$ cat config.mk
export PLATFORM = sky130hd
export DESIGN_NAME = coulomb_contact_return_map_core
export DESIGN_NICKNAME = d
export VERILOG_FILES = /design/src/hw/rtl/ccrm_pkg.sv /design/src/hw/rtl/ccrm_regs.sv /design/src/hw/rtl/ccrm_div.sv /design/src/hw/rtl/ccrm_datapath.sv /design/src/hw/rtl/ccrm_ctrl.sv /design/src/hw/rtl/coulomb_contact_return_map_core.sv
export SDC_FILE = /design/constraint.sdc
export NUM_CORES = 2
export LEC_CHECK = 0
export BUFFER_PORTS_ARGS = -buffer_cell sky130_fd_sc_hd__buf_2
export CAP_MARGIN = 20
export CORE_MARGIN = 5
export CORE_UTILIZATION = 33
export DETAILED_ROUTE_END_ITERATION = 12
export MAX_ROUTING_LAYER = met4
export SLEW_MARGIN = 20
export SYNTH_ARGS = -nofsm -noshare
export SYNTH_HDL_FRONTEND = slang
export SYNTH_SLANG_ARGS = --single-unit
$ cat constraint.sdc
create_clock -name clk -period 18.6 [get_ports clk]
set_clock_uncertainty 0.15 [all_clocks]
set_input_delay 0 -clock clk [delete_from_list [all_inputs] [get_ports clk]]
set_output_delay 0 -clock clk [all_outputs]
set_load 0.01 [all_outputs]
$ cat src/hw/rtl/ccrm_pkg.sv
// Shared types, widths, codes and helper functions for the Coulomb contact core.
// Used by every module of the block; depends on nothing.
`timescale 1ns / 1ps

package ccrm_pkg;

    localparam int FRAC_BITS = 16;
    localparam int DATA_W    = 32;
    localparam int CFG_W     = 31;
    localparam int F_W       = 34;
    localparam int MUL_W     = 64;
    localparam int DIV_W     = F_W - 1 + FRAC_BITS;
    localparam int DIV_CNT_W = $clog2(DIV_W + 1);
    localparam int ADDR_W    = 5;
    localparam int IDX_W     = ADDR_W - 2;

    localparam logic [CFG_W-1:0] K_RESET = CFG_W'(1) << FRAC_BITS;

    localparam logic [IDX_W-1:0] REG_FRICTION  = IDX_W'(0);
    localparam logic [IDX_W-1:0] REG_STIFFNESS = IDX_W'(1);
    localparam logic [IDX_W-1:0] REG_COHESION  = IDX_W'(2);
    localparam logic [IDX_W-1:0] REG_TENSILE   = IDX_W'(3);
    localparam logic [IDX_W-1:0] REG_ENABLE    = IDX_W'(4);

    typedef enum logic [1:0] {
        OP_TRIAL  = 2'd0,
        OP_COMMIT = 2'd1,
        OP_REVERT = 2'd2,
        OP_NOP    = 2'd3
    } op_t;

    typedef struct packed {
        logic [CFG_W-1:0] mu;
        logic [CFG_W-1:0] k;
        logic [CFG_W-1:0] c;
        logic [CFG_W-1:0] ten;
        logic             fe;
    } cfg_t;

    typedef struct packed {
        logic load_in;
        logic lim_start;
        logic lim_apply;
        logic calc_slip;
        logic mul_ts;
        logic mul_mu;
        logic calc_yield;
        logic gam_start;
        logic corr;
        logic finish;
    } cmd_t;

    typedef struct packed {
        logic is_trial;
        logic need_lim;
        logic div_done;
        logic yield_hit;
        logic sliding;
        logic out_free;
    } sts_t;

    typedef struct packed {
        logic                     sat;
        logic signed [DATA_W-1:0] val;
    } clip_t;

    function automatic clip_t clip64(input logic signed [MUL_W-1:0] x);
        clip_t r;
        if (x[MUL_W-1:DATA_W-1] == '0 || x[MUL_W-1:DATA_W-1] == '1) begin
            r.sat = 1'b0;
            r.val = x[DATA_W-1:0];
        end else begin
            r.sat = 1'b1;
            r.val = x[MUL_W-1] ? {1'b1, {(DATA_W-1){1'b0}}} : {1'b0, {(DATA_W-1){1'b1}}};
        end
        return r;
    endfunction

    function automatic logic signed [MUL_W-1:0] sext64(input logic [DATA_W-1:0] x);
        return {{(MUL_W-DATA_W){x[DATA_W-1]}}, x};
    endfunction

endpackage

$ cat src/hw/rtl/ccrm_regs.sv
// APB-style configuration registers of the contact core.
// Depends on ccrm_pkg for widths, register indexes and cfg_t.
`timescale 1ns / 1ps

module ccrm_regs (
    input  logic                          clk,
    input  logic                          rst_n,
    input  logic                          psel,
    input  logic                          penable,
    input  logic                          pwrite,
    input  logic [ccrm_pkg::ADDR_W-1:0]   paddr,
    input  logic [ccrm_pkg::DATA_W-1:0]   pwdata,
    output logic [ccrm_pkg::DATA_W-1:0]   prdata,
    output logic                          pready,
    output ccrm_pkg::cfg_t                cfg
);
    import ccrm_pkg::*;

    logic [CFG_W-1:0] mu_reg;
    logic [CFG_W-1:0] k_reg;
    logic [CFG_W-1:0] c_reg;
    logic [CFG_W-1:0] ten_reg;
    logic             fe_reg;
    logic [IDX_W-1:0] idx;
    logic             wr_en;

    assign idx    = paddr[ADDR_W-1:2];
    assign pready = 1'b1;
    assign wr_en  = psel && penable && pwrite && pready;

    always_ff @(posedge clk or negedge rst_n)
    begin
        if (!rst_n)
        begin
            mu_reg  <= '0;
            k_reg   <= K_RESET;
            c_reg   <= '0;
            ten_reg <= '0;
            fe_reg  <= 1'b1;
        end
        else if (wr_en)
        begin
            case (idx)
                REG_FRICTION:  mu_reg  <= pwdata[CFG_W-1:0];
                REG_STIFFNESS: k_reg   <= pwdata[CFG_W-1:0];
                REG_COHESION:  c_reg   <= pwdata[CFG_W-1:0];
                REG_TENSILE:   ten_reg <= pwdata[CFG_W-1:0];
                REG_ENABLE:    fe_reg  <= pwdata[0];
                default:       ;
            endcase
        end
    end

    always_comb
    begin
        case (idx)
            REG_FRICTION:  prdata = DATA_W'(mu_reg);
            REG_STIFFNESS: prdata = DATA_W'(k_reg);
            REG_COHESION:  prdata = DATA_W'(c_reg);
            REG_TENSILE:   prdata = DATA_W'(ten_reg);
            REG_ENABLE:    prdata = DATA_W'(fe_reg);
            default:       prdata = '0;
        endcase
    end

    assign cfg.mu  = mu_reg;
    assign cfg.k   = k_reg;
    assign cfg.c   = c_reg;
    assign cfg.ten = ten_reg;
    assign cfg.fe  = fe_reg;

endmodule

$ cat src/hw/rtl/ccrm_div.sv
// Radix-2 restoring divider, one quotient bit per cycle.
// Depends on ccrm_pkg for DIV_W, CFG_W and DIV_CNT_W.
`timescale 1ns / 1ps

module ccrm_div (
    input  logic                         clk,
    input  logic                         rst_n,
    input  logic                         start,
    input  logic [ccrm_pkg::DIV_W-1:0]   dividend,
    input  logic [ccrm_pkg::CFG_W-1:0]   divisor,
    output logic [ccrm_pkg::DIV_W-1:0]   quotient,
    output logic                         done
);
    import ccrm_pkg::*;

    logic [DIV_W-1:0]     quo_reg;
    logic [CFG_W-1:0]     rem_reg;
    logic [CFG_W-1:0]     dsr_reg;
    logic [DIV_CNT_W-1:0] cnt_reg;
    logic                 done_reg;
    logic [CFG_W:0]       trial;
    logic [CFG_W:0]       diff;
    logic                 ge;

    assign trial = {rem_reg, quo_reg[DIV_W-1]};
    assign diff  = trial - {1'b0, dsr_reg};
    assign ge    = trial >= {1'b0, dsr_reg};

    always_ff @(posedge clk or negedge rst_n)
    begin
        if (!rst_n)
        begin
            cnt_reg  <= '0;
            done_reg <= 1'b0;
        end
        else if (start)
        begin
            cnt_reg  <= DIV_CNT_W'(DIV_W);
            done_reg <= 1'b0;
        end
        else if (cnt_reg != '0)
        begin
            cnt_reg  <= cnt_reg - DIV_CNT_W'(1);
            done_reg <= (cnt_reg == DIV_CNT_W'(1));
        end
        else
        begin
            done_reg <= 1'b0;
        end
    end

    always_ff @(posedge clk)
    begin
        if (start)
        begin
            quo_reg <= dividend;
            rem_reg <= '0;
            dsr_reg <= divisor;
        end
        else if (cnt_reg != '0)
        begin
            quo_reg <= {quo_reg[DIV_W-2:0], ge};
            rem_reg <= ge ? diff[CFG_W-1:0] : trial[CFG_W-1:0];
        end
    end

    assign quotient = quo_reg;
    assign done     = done_reg;

endmodule

$ cat src/hw/rtl/ccrm_datapath.sv
// Datapath of the contact core: slip state, shared multiplier, yield test,
// correction, output register. Depends on ccrm_pkg and ccrm_div.
`timescale 1ns / 1ps

module ccrm_datapath (
    input  logic                                clk,
    input  logic                                rst_n,
    input  ccrm_pkg::cfg_t                      cfg,
    input  ccrm_pkg::cmd_t                      cmd,
    output ccrm_pkg::sts_t                      sts,
    input  logic [1:0]                          operation,
    input  logic signed [ccrm_pkg::DATA_W-1:0]  gap,
    input  logic signed [ccrm_pkg::DATA_W-1:0]  slip_increment,
    input  logic signed [ccrm_pkg::DATA_W-1:0]  normal_force,
    input  logic                                out_ready,
    output logic                                out_valid,
    output logic signed [ccrm_pkg::DATA_W-1:0]  normal_force_out,
    output logic signed [ccrm_pkg::DATA_W-1:0]  tangential_force,
    output logic signed [ccrm_pkg::DATA_W-1:0]  gap_out,
    output logic                                sliding,
    output logic [ccrm_pkg::CFG_W-1:0]          tangent_shear,
    output logic signed [ccrm_pkg::DATA_W-1:0]  tangent_coupling,
    output logic                                saturated
);
    import ccrm_pkg::*;

    op_t                      op_reg;
    logic signed [DATA_W-1:0] gap_reg;
    logic signed [DATA_W-1:0] slip_reg;
    logic signed [DATA_W-1:0] tn_reg;
    logic [CFG_W-1:0]         mu_reg;
    logic [CFG_W-1:0]         k_reg;
    logic [CFG_W-1:0]         c_reg;
    logic [CFG_W-1:0]         ten_reg;
    logic signed [DATA_W-1:0] committed_reg;
    logic signed [DATA_W-1:0] trial_reg;
    logic signed [DATA_W-1:0] s_reg;
    logic signed [DATA_W-1:0] ts_reg;
    logic signed [DATA_W-1:0] mutn_reg;
    logic signed [F_W-1:0]    f_reg;
    logic                     active_reg;
    logic                     open_reg;
    logic                     hit_reg;
    logic                     neg_reg;
    logic                     sliding_reg;
    logic                     sat_reg;
    logic                     out_valid_reg;

    logic signed [DATA_W-1:0] nf_out_reg;
    logic signed [DATA_W-1:0] tf_out_reg;
    logic signed [DATA_W-1:0] gap_out_reg;
    logic                     sl_out_reg;
    logic [CFG_W-1:0]         shear_out_reg;
    logic signed [DATA_W-1:0] coup_out_reg;
    logic                     sat_out_reg;

    logic                     div_start;
    logic [DIV_W-1:0]         div_dividend;
    logic [CFG_W-1:0]         div_divisor;
    logic [DIV_W-1:0]         div_quo;
    logic                     div_done;

    logic signed [DATA_W:0]   tn_ten;
    logic                     active;
    logic                     open_now;
    clip_t                    slip_clip;
    logic signed [DATA_W-1:0] mul_a;
    logic signed [DATA_W-1:0] mul_b;
    logic signed [MUL_W-1:0]  mul_p;
    clip_t                    mul_clip;
    logic signed [F_W-1:0]    ts_ext;
    logic signed [F_W-1:0]    abs_ts;
    logic signed [F_W-1:0]    f_val;
    logic signed [MUL_W-1:0]  gamma_ext;
    clip_t                    corr_clip;

    assign div_start    = cmd.lim_start || cmd.gam_start;
    assign div_dividend = cmd.gam_start ? {f_reg[F_W-2:0], {FRAC_BITS{1'b0}}}
                                        : DIV_W'({c_reg, {FRAC_BITS{1'b0}}});
    assign div_divisor  = cmd.gam_start ? k_reg : mu_reg;

    ccrm_div u_div (
        .clk      (clk),
        .rst_n    (rst_n),
        .start    (div_start),
        .dividend (div_dividend),
        .divisor  (div_divisor),
        .quotient (div_quo),
        .done     (div_done)
    );

    always_comb
    begin
        tn_ten    = $signed({tn_reg[DATA_W-1], tn_reg}) + $signed({2'b00, ten_reg});
        active    = !tn_ten[DATA_W] && (tn_ten != '0);
        open_now  = tn_ten[DATA_W];
        slip_clip = clip64(sext64(committed_reg) + sext64(slip_reg));

        mul_a     = cmd.mul_mu ? $signed({1'b0, mu_reg}) : $signed({1'b0, k_reg});
        mul_b     = cmd.mul_mu ? tn_reg : s_reg;
        mul_p     = sext64(mul_a) * sext64(mul_b);
        mul_clip  = clip64(mul_p >>> FRAC_BITS);

        ts_ext    = {{(F_W-DATA_W){ts_reg[DATA_W-1]}}, ts_reg};
        abs_ts    = ts_reg[DATA_W-1] ? -ts_ext : ts_ext;
        f_val     = abs_ts - $signed({{(F_W-DATA_W){mutn_reg[DATA_W-1]}}, mutn_reg})
                    - $signed({{(F_W-CFG_W){1'b0}}, c_reg});

        gamma_ext = $signed({{(MUL_W-DIV_W){1'b0}}, div_quo});
        corr_clip = clip64(neg_reg ? sext64(s_reg) + gamma_ext : sext64(s_reg) - gamma_ext);
    end

    always_ff @(posedge clk or negedge rst_n)
    begin
        if (!rst_n)
        begin
            committed_reg <= '0;
            trial_reg     <= '0;
            out_valid_reg <= 1'b0;
        end
        else if (cmd.finish)
        begin
            out_valid_reg <= 1'b1;
            case (op_reg)
                OP_TRIAL:  trial_reg <= s_reg;
                OP_COMMIT: committed_reg <= trial_reg;
                OP_REVERT:
                begin
                    committed_reg <= '0;
                    trial_reg     <= '0;
                end
                default:   ;
            endcase
        end
        else if (out_ready)
        begin
            out_valid_reg <= 1'b0;
        end
    end

    always_ff @(posedge clk)
    begin
        if (cmd.load_in)
        begin
            op_reg      <= op_t'(operation);
            gap_reg     <= gap;
            slip_reg    <= slip_increment;
            tn_reg      <= normal_force;
            mu_reg      <= cfg.fe ? cfg.mu : '0;
            c_reg       <= cfg.fe ? cfg.c : '0;
            ten_reg     <= (cfg.fe && cfg.mu != '0) ? cfg.ten : '0;
            k_reg       <= (cfg.k == '0) ? CFG_W'(1) : cfg.k;
            sliding_reg <= 1'b0;
            sat_reg     <= 1'b0;
        end
        if (cmd.lim_apply)
        begin
            if ({{(DIV_W-CFG_W){1'b0}}, ten_reg} > div_quo)
            begin
                ten_reg <= div_quo[CFG_W-1:0];
            end
        end
        if (cmd.calc_slip)
        begin
            active_reg <= active;
            open_reg   <= open_now;
            s_reg      <= active ? slip_clip.val : '0;
            sat_reg    <= sat_reg | (active & slip_clip.sat);
        end
        if (cmd.mul_ts)
        begin
            ts_reg  <= mul_clip.val;
            sat_reg <= sat_reg | mul_clip.sat;
        end
        if (cmd.mul_mu)
        begin
            mutn_reg <= mul_clip.val;
            sat_reg  <= sat_reg | mul_clip.sat;
        end
        if (cmd.calc_yield)
        begin
            f_reg   <= f_val;
            neg_reg <= ts_reg[DATA_W-1];
            hit_reg <= !f_val[F_W-1] && (f_val != '0) && active_reg && (s_reg != '0);
        end
        if (cmd.corr)
        begin
            s_reg       <= corr_clip.val;
            sat_reg     <= sat_reg | corr_clip.sat;
            sliding_reg <= 1'b1;
        end
        if (cmd.finish)
        begin
            if (op_reg == OP_TRIAL)
            begin
                nf_out_reg    <= tn_reg;
                tf_out_reg    <= ts_reg;
                gap_out_reg   <= gap_reg;
                sl_out_reg    <= sliding_reg;
                shear_out_reg <= (open_reg || sliding_reg) ? '0 : k_reg;
                if (open_reg || !sliding_reg)
                begin
                    coup_out_reg <= '0;
                end
                else
                begin
                    coup_out_reg <= neg_reg ? -$signed({1'b0, mu_reg}) : $signed({1'b0, mu_reg});
                end
                sat_out_reg   <= sat_reg;
            end
            else
            begin
                nf_out_reg    <= '0;
                tf_out_reg    <= '0;
                gap_out_reg   <= '0;
                sl_out_reg    <= 1'b0;
                shear_out_reg <= '0;
                coup_out_reg  <= '0;
                sat_out_reg   <= 1'b0;
            end
        end
    end

    assign sts.is_trial  = (op_reg == OP_TRIAL);
    assign sts.need_lim  = (mu_reg != '0);
    assign sts.div_done  = div_done;
    assign sts.yield_hit = hit_reg;
    assign sts.sliding   = sliding_reg;
    assign sts.out_free  = !out_valid_reg || out_ready;

    assign out_valid        = out_valid_reg;
    assign normal_force_out = nf_out_reg;
    assign tangential_force = tf_out_reg;
    assign gap_out          = gap_out_reg;
    assign sliding          = sl_out_reg;
    assign tangent_shear    = shear_out_reg;
    assign tangent_coupling = coup_out_reg;
    assign saturated        = sat_out_reg;

endmodule

$ cat src/hw/rtl/ccrm_ctrl.sv
// Sequencer of the contact core: steps the datapath through one item at a time.
// Depends on ccrm_pkg for cmd_t and sts_t.
`timescale 1ns / 1ps

module ccrm_ctrl (
    input  logic           clk,
    input  logic           rst_n,
    input  logic           in_valid,
    output logic           in_ready,
    input  ccrm_pkg::sts_t sts,
    output ccrm_pkg::cmd_t cmd
);
    import ccrm_pkg::*;

    typedef enum logic [3:0] {
        S_IDLE,
        S_PREP,
        S_LIM,
        S_SLIP,
        S_MUL_TS,
        S_MUL_MU,
        S_YIELD,
        S_CHECK,
        S_GAM,
        S_FINISH
    } state_t;

    state_t state_reg;
    state_t state_next;

    always_comb
    begin
        cmd        = '0;
        state_next = state_reg;
        in_ready   = 1'b0;
        case (state_reg)
            S_IDLE:
            begin
                in_ready    = 1'b1;
                cmd.load_in = in_valid;
                if (in_valid)
                begin
                    state_next = S_PREP;
                end
            end
            S_PREP:
            begin
                if (!sts.is_trial)
                begin
                    state_next = S_FINISH;
                end
                else if (sts.need_lim)
                begin
                    cmd.lim_start = 1'b1;
                    state_next    = S_LIM;
                end
                else
                begin
                    state_next = S_SLIP;
                end
            end
            S_LIM:
            begin
                if (sts.div_done)
                begin
                    cmd.lim_apply = 1'b1;
                    state_next    = S_SLIP;
                end
            end
            S_SLIP:
            begin
                cmd.calc_slip = 1'b1;
                state_next    = S_MUL_TS;
            end
            S_MUL_TS:
            begin
                cmd.mul_ts = 1'b1;
                state_next = sts.sliding ? S_FINISH : S_MUL_MU;
            end
            S_MUL_MU:
            begin
                cmd.mul_mu = 1'b1;
                state_next = S_YIELD;
            end
            S_YIELD:
            begin
                cmd.calc_yield = 1'b1;
                state_next     = S_CHECK;
            end
            S_CHECK:
            begin
                if (sts.yield_hit)
                begin
                    cmd.gam_start = 1'b1;
                    state_next    = S_GAM;
                end
                else
                begin
                    state_next = S_FINISH;
                end
            end
            S_GAM:
            begin
                if (sts.div_done)
                begin
                    cmd.corr   = 1'b1;
                    state_next = S_MUL_TS;
                end
            end
            S_FINISH:
            begin
                if (sts.out_free)
                begin
                    cmd.finish = 1'b1;
                    state_next = S_IDLE;
                end
            end
            default:
            begin
                state_next = S_IDLE;
            end
        endcase
    end

    always_ff @(posedge clk or negedge rst_n)
    begin
        if (!rst_n)
        begin
            state_reg <= S_IDLE;
        end
        else
        begin
            state_reg <= state_next;
        end
    end

endmodule

$ cat src/hw/rtl/coulomb_contact_return_map_core.sv
// Top level of the Coulomb contact return-mapping core.
// Depends on ccrm_pkg, ccrm_regs, ccrm_ctrl, ccrm_datapath and ccrm_div.
//
// Items enter on the in_valid/in_ready channel: an operation code (trial,
// commit, revert, no-op), gap, slip increment and normal force in Q16.16.
// Each item gives exactly one result on out_valid/out_ready; commit, revert
// and no-op give an all-zero result; commit and revert update the slip state.
// The block takes one item at a time. Commit, revert and no-op go from the
// prep step straight to the finish step. A trial item steps through the
// slip update, the two products and the yield test; with friction enabled
// and a nonzero coefficient it first divides for the tension cutoff, and
// when the yield test trips it divides again for the slip correction. Both
// quotients come from one shared bit-serial divider of 49 quotient bits.
// The result sits in an output register; in_ready rises again as soon as the
// result is registered, so the next item is taken while the receiver stalls.
// A finished item waits for the output register to drain before it is shown.
// Reset clears the slip state, empties the output register and loads the
// register defaults (stiffness 1.0, friction enabled, all else zero).
// Write configuration only while the block is idle.
`timescale 1ns / 1ps

module coulomb_contact_return_map_core (
    input  logic                                clk,
    input  logic                                rst_n,
    input  logic                                psel,
    input  logic                                penable,
    input  logic                                pwrite,
    input  logic [ccrm_pkg::ADDR_W-1:0]         paddr,
    input  logic [ccrm_pkg::DATA_W-1:0]         pwdata,
    output logic [ccrm_pkg::DATA_W-1:0]         prdata,
    output logic                                pready,
    input  logic                                in_valid,
    output logic                                in_ready,
    input  logic [1:0]                          operation,
    input  logic signed [ccrm_pkg::DATA_W-1:0]  gap,
    input  logic signed [ccrm_pkg::DATA_W-1:0]  slip_increment,
    input  logic signed [ccrm_pkg::DATA_W-1:0]  normal_force,
    output logic                                out_valid,
    input  logic                                out_ready,
    output logic signed [ccrm_pkg::DATA_W-1:0]  normal_force_out,
    output logic signed [ccrm_pkg::DATA_W-1:0]  tangential_force,
    output logic signed [ccrm_pkg::DATA_W-1:0]  gap_out,
    output logic                                sliding,
    output logic [ccrm_pkg::CFG_W-1:0]          tangent_shear,
    output logic signed [ccrm_pkg::DATA_W-1:0]  tangent_coupling,
    output logic                                saturated
);
    import ccrm_pkg::*;

    cfg_t cfg;
    cmd_t cmd;
    sts_t sts;

    ccrm_regs u_regs (
        .clk     (clk),
        .rst_n   (rst_n),
        .psel    (psel),
        .penable (penable),
        .pwrite  (pwrite),
        .paddr   (paddr),
        .pwdata  (pwdata),
        .prdata  (prdata),
        .pready  (pready),
        .cfg     (cfg)
    );

    ccrm_ctrl u_ctrl (
        .clk      (clk),
        .rst_n    (rst_n),
        .in_valid (in_valid),
        .in_ready (in_ready),
        .sts      (sts),
        .cmd      (cmd)
    );

    ccrm_datapath u_dp (
        .clk              (clk),
        .rst_n            (rst_n),
        .cfg              (cfg),
        .cmd              (cmd),
        .sts              (sts),
        .operation        (operation),
        .gap              (gap),
        .slip_increment   (slip_increment),
        .normal_force     (normal_force),
        .out_ready        (out_ready),
        .out_valid        (out_valid),
        .normal_force_out (normal_force_out),
        .tangential_force (tangential_force),
        .gap_out          (gap_out),
        .sliding          (sliding),
        .tangent_shear    (tangent_shear),
        .tangent_coupling (tangent_coupling),
        .saturated        (saturated)
    );

endmodule
==> results.txt <==
At the placement stage, the worst setup path has a slack of 4.65 ns. For the worst setup path, the data arrival time is roughly 14 ns. The number of rows in the core area came out at 178. The worst min-delay path class is in -> reg. The number of levels in the clock H-tree is 3. For this block, the via count after detailed routing is ~61,000. The largest net degree at the start of global routing is just over 80.

The clock latency at the later pin of the worst-skew pair is between 0.7 and 0.8 ns. The met3 track demand over resource came out at around 3.6%. The detail route stage leaves a number of antenna-violating nets equal to 0. Among all cell types in the netlist, the one instantiated most often is sky130_fd_sc_hd__inv_1. The terminating pin of the worst hold path is u_regs.mu_reg[16]$_DFFE_PN0P_.

The CTS sink count is 830. The post-detailed-placement cell area is around 83,000 um2. The maximum vdd drop is ~97 uV. After synthesis, the cell types taking the most area are sky130_fd_sc_hd__fa_1, sky130_fd_sc_hd__edfxtp_1, sky130_fd_sc_hd__ha_1, sky130_fd_sc_hd__dfrtp_1, sky130_fd_sc_hd__inv_1. Summing all non-filler instances in the final layout gives an area of a little under 90,000 um2. The cell count of the worst hold path came out at 3. The count of nets after finishing is 9,835. The critical path in this run is classified as reg -> reg. The worst-case headroom to the max-slew limit came out at a little over a fifth. The number of standard cells after synthesis is ~7,800.

During placement, the flow inserted port buffers numbering between 300 and 400. The share of the cycle needed by the critical path after routing is about 73%. In the routed layout, each cell is associated on average with a via count of ~5.3. In this run the standard cell core region covers between 200,000 and 250,000 um2.

The total power divided by cell area came out at ~46 nW/um2. The run finished with clean final reports. Clock-pin slew was measured on the worst setup and hold paths at roughly 0.070 ns. The area growth from synthesis to layout came out at 14.5%. The time the worst path needs with I/O delays and setup came out at approximately 14 ns. The dominant synthesized flop cell is sky130_fd_sc_hd__edfxtp_1. The die is 495 um wide. The post-route netlist has around 11% of its cells at a drive strength greater than 1. The layer with the highest usage is met2. The post-synthesis cell area is between 70,000 and 80,000 um2. Among the stages of the critical path, the cell type that occurs most often is sky130_fd_sc_hd__fa_1. The biggest fanout along the worst timing path came out at slightly above 80.

The number of design-rule violations left by the first detailed-router iteration came out at ~5,100. The cell sitting at the root of the clock tree is a sky130_fd_sc_hd__clkbuf_16. The maximum frequency from static timing analysis is ~74 MHz.

The HPWL after detailed placement came out at ~220,000 um. The number of primary I/O pins is roughly 340. The tightest hold margin is between 0.02 and 0.03 ns. The total negative setup slack came out at 0 ns.

The number of synthesized flops with an enable pin is 566. Dividing the detail-routed wire length by the instance count gives 24.7 um. Sequential cells were found to cover 30.0% of the synthesized design area. The die span in y is 495 um.

The warning count from the yosys run is 0. Buffers added to address setup during post-CTS repair amount to 0. In this run the mean area of a mapped cell was between 9 and 10 um2. The startpoint identified for the worst register-to-register timing path is u_ctrl.state_reg[2]$_DFFE_PN0P_. The worst setup slack for register-to-register paths came out at around 5.0 ns.

Setup repair after global routing left no endpoint under its margin. The floorplan step defined a die boundary enclosing between 200,000 and 250,000 um2. By count the netlist is led by sky130_fd_sc_hd__inv_1, sky130_fd_sc_hd__fa_1, sky130_fd_sc_hd__nor2_1. The DRC violation count after routing is 0. The worst setup path is launched from a flip-flop.

The total congestion overflow is 0. The count of maximum capacitance violations is 0. The global router's overall resource usage is around a quarter. The routability congestion estimate from global placement is a little under 1. Global routing used 36.7% of the available met2 tracks. The slowest cell on the critical path is sky130_fd_sc_hd__dfrtp_1. The startpoint identified for the worst hold timing path is pwdata[16]. The post-detailed-routing wire length is 284,000 um. STA classifies the critical path endpoint as a flip-flop.

The proportion of synthesized flip-flops having asynchronous set or reset came out at about 24%. The number of setup violations in the final report is 0. The biggest area contributor in the post-synthesis netlist is sky130_fd_sc_hd__fa_1.

The final hold violation count is 0. The final worst-path setup slack is a little over 5 ns. The maximum number of buffers from clock root to sink is 3. After synthesis the netlist holds a flip-flop and latch count of between 800 and 900.

The initial antenna violation count came out at 32. The number of global-route vias before repair is 61,800. The detailed-routing iteration count for the pre-antenna-repair pass is 6. Global routing used slightly below 30% of the available met1 tracks. The biggest cell delay along the critical path is about 0.61 ns. The initial utilization of the core area, before any placement, comes to ~33%. The required time at the worst-slack endpoint is about 19 ns. Buffers inserted during clock tree synthesis total 85.

The number of flip-flops in the largest register came out at 49. After synthesis, the netlist uses 89 different library cells. The depth of the most critical reg-to-reg path came out at 32. The standby leakage power came out at ~40 nW.

The utilization of the core after routing came out at between 30% and 40%. The area share of the leading cell type in the synthesized netlist is around 23%. The number of max-slew violations in the final report is 0. The destination of the worst register-to-register timing path is u_dp.ts_reg[25]$_DFFE_PP_. TritonCTS built the clock tree. The actual transition at the worst max-transition pin came out at roughly 1.1 ns.

The wire length of the first global-routing pass came out at approximately 410,000 um.
per-layer routing:
layer	up-vias	share of wire [%]
met5	-	0
met4	0	7.8
li1	26900	-
met2	2467	46
met3	638	6.8
met1	30800	40
what timing repair did:
item,4_1_cts,5_1_grt
hold buffers,251,0
endpoints found under the hold margin,512,0
gates resized for setup,0,0
final cells by class:
cell class	instances	area, um2
Antenna cell	15	37.5
Multi-Input combinational cell	5571	49400
Inverter	1075	4040
Sequential cell	830	23300
Clock inverter	60	711
Fill cell	23400	146000
Timing Repair Buffer	719	5280
Clock buffer	100	2240
Tap cell	3150	3940
cells in the final DEF, fill, tap and decap left out, types with 116 or more instances in the layout:
cell type,Yosys,layout
sky130_fd_sc_hd__buf_2,1,331
sky130_fd_sc_hd__xnor2_1,153,152
sky130_fd_sc_hd__nand2_1,733,731
sky130_fd_sc_hd__buf_4,3,131
sky130_fd_sc_hd__ha_1,510,509
sky130_fd_sc_hd__fa_1,901,901
sky130_fd_sc_hd__o21ai_0,317,316
sky130_fd_sc_hd__mux2_2,215,215
sky130_fd_sc_hd__inv_1,1072,1071
sky130_fd_sc_hd__xor2_1,144,144
sky130_fd_sc_hd__dfrtp_1,199,199
sky130_fd_sc_hd__and2_1,210,210
sky130_fd_sc_hd__a21o_1,116,116
sky130_fd_sc_hd__nor2_1,867,863
sky130_fd_sc_hd__a21oi_1,251,250
sky130_fd_sc_hd__edfxtp_1,566,566
sky130_fd_sc_hd__dlygate4sd3_1,0,250
through the flow:
stage	cells	total power [mW]
after floorplan	7849	2.19
after global placement	11100	2.30
after detailed placement	11100	2.30
after CTS	11500	4.16
after global routing	11500	4.25
final	11500	4.13
cell families (layout without fill, tap and decap cells):
kind of cell / after synthesis / in the layout / synth area share [%]
buf+inv: 1448 / 1954 / 7.01
xor+xnor: 297 / 297 / 3.35
simple gates: 2373 / 2373 / 13.9
fa+ha+maj: 1411 / 1411 / 31.4
mux: 359 / 359 / 4.98
other cells: 2 / 18 / 0.00967
compound gates: 1128 / 1128 / 9.39
flops: 830 / 830 / 30.0
power by group:
part | internal [mW] | switching (mW)
logic | 0.112 | 0.0988
registers | 2.02 | 0.0837
clock network | 1.01 | 0.806
total | 3.14 | 0.989
worst max-delay path, delay by kind of cell, from the launching register on:
family,cells,cell delay [ns]
XOR/XNOR,1,0.18
adder cells (fa/ha/maj),9,4.51
buffers and inverters,6,2.10
AO/OA/AOI/OAI,5,1.61
AND/OR/NAND/NOR,10,3.58
multiplexers,1,0.32
flip-flops,1,0.61
how the worst max path moves through the flow:
| stage | from | endpoint | cells after the start |
|---|---|---|---|
| finish | u_ctrl.state_reg[2]$_DFFE_PN0P_ | u_dp.ts_reg[25]$_DFFE_PP_ | 32 |
| global route | u_ctrl.state_reg[0]$_DFFE_PN0P_ | u_dp.mutn_reg[25]$_DFFE_PN_ | 32 |
| CTS | u_ctrl.state_reg[2]$_DFFE_PN0P_ | u_dp.mutn_reg[25]$_DFFE_PN_ | 32 |
| detailed placement | u_ctrl.state_reg[2]$_DFFE_PN0P_ | u_dp.ts_reg[25]$_DFFE_PP_ | 32 |
| global placement | u_ctrl.state_reg[0]$_DFFE_PN0P_ | u_dp.mutn_reg[25]$_DFFE_PN_ | 32 |
| floorplan | u_ctrl.state_reg[1]$_DFFE_PN0P_ | u_dp.mutn_reg[0]$_DFFE_PN_ | 32 |
Power figures use the tool's default switching activity.
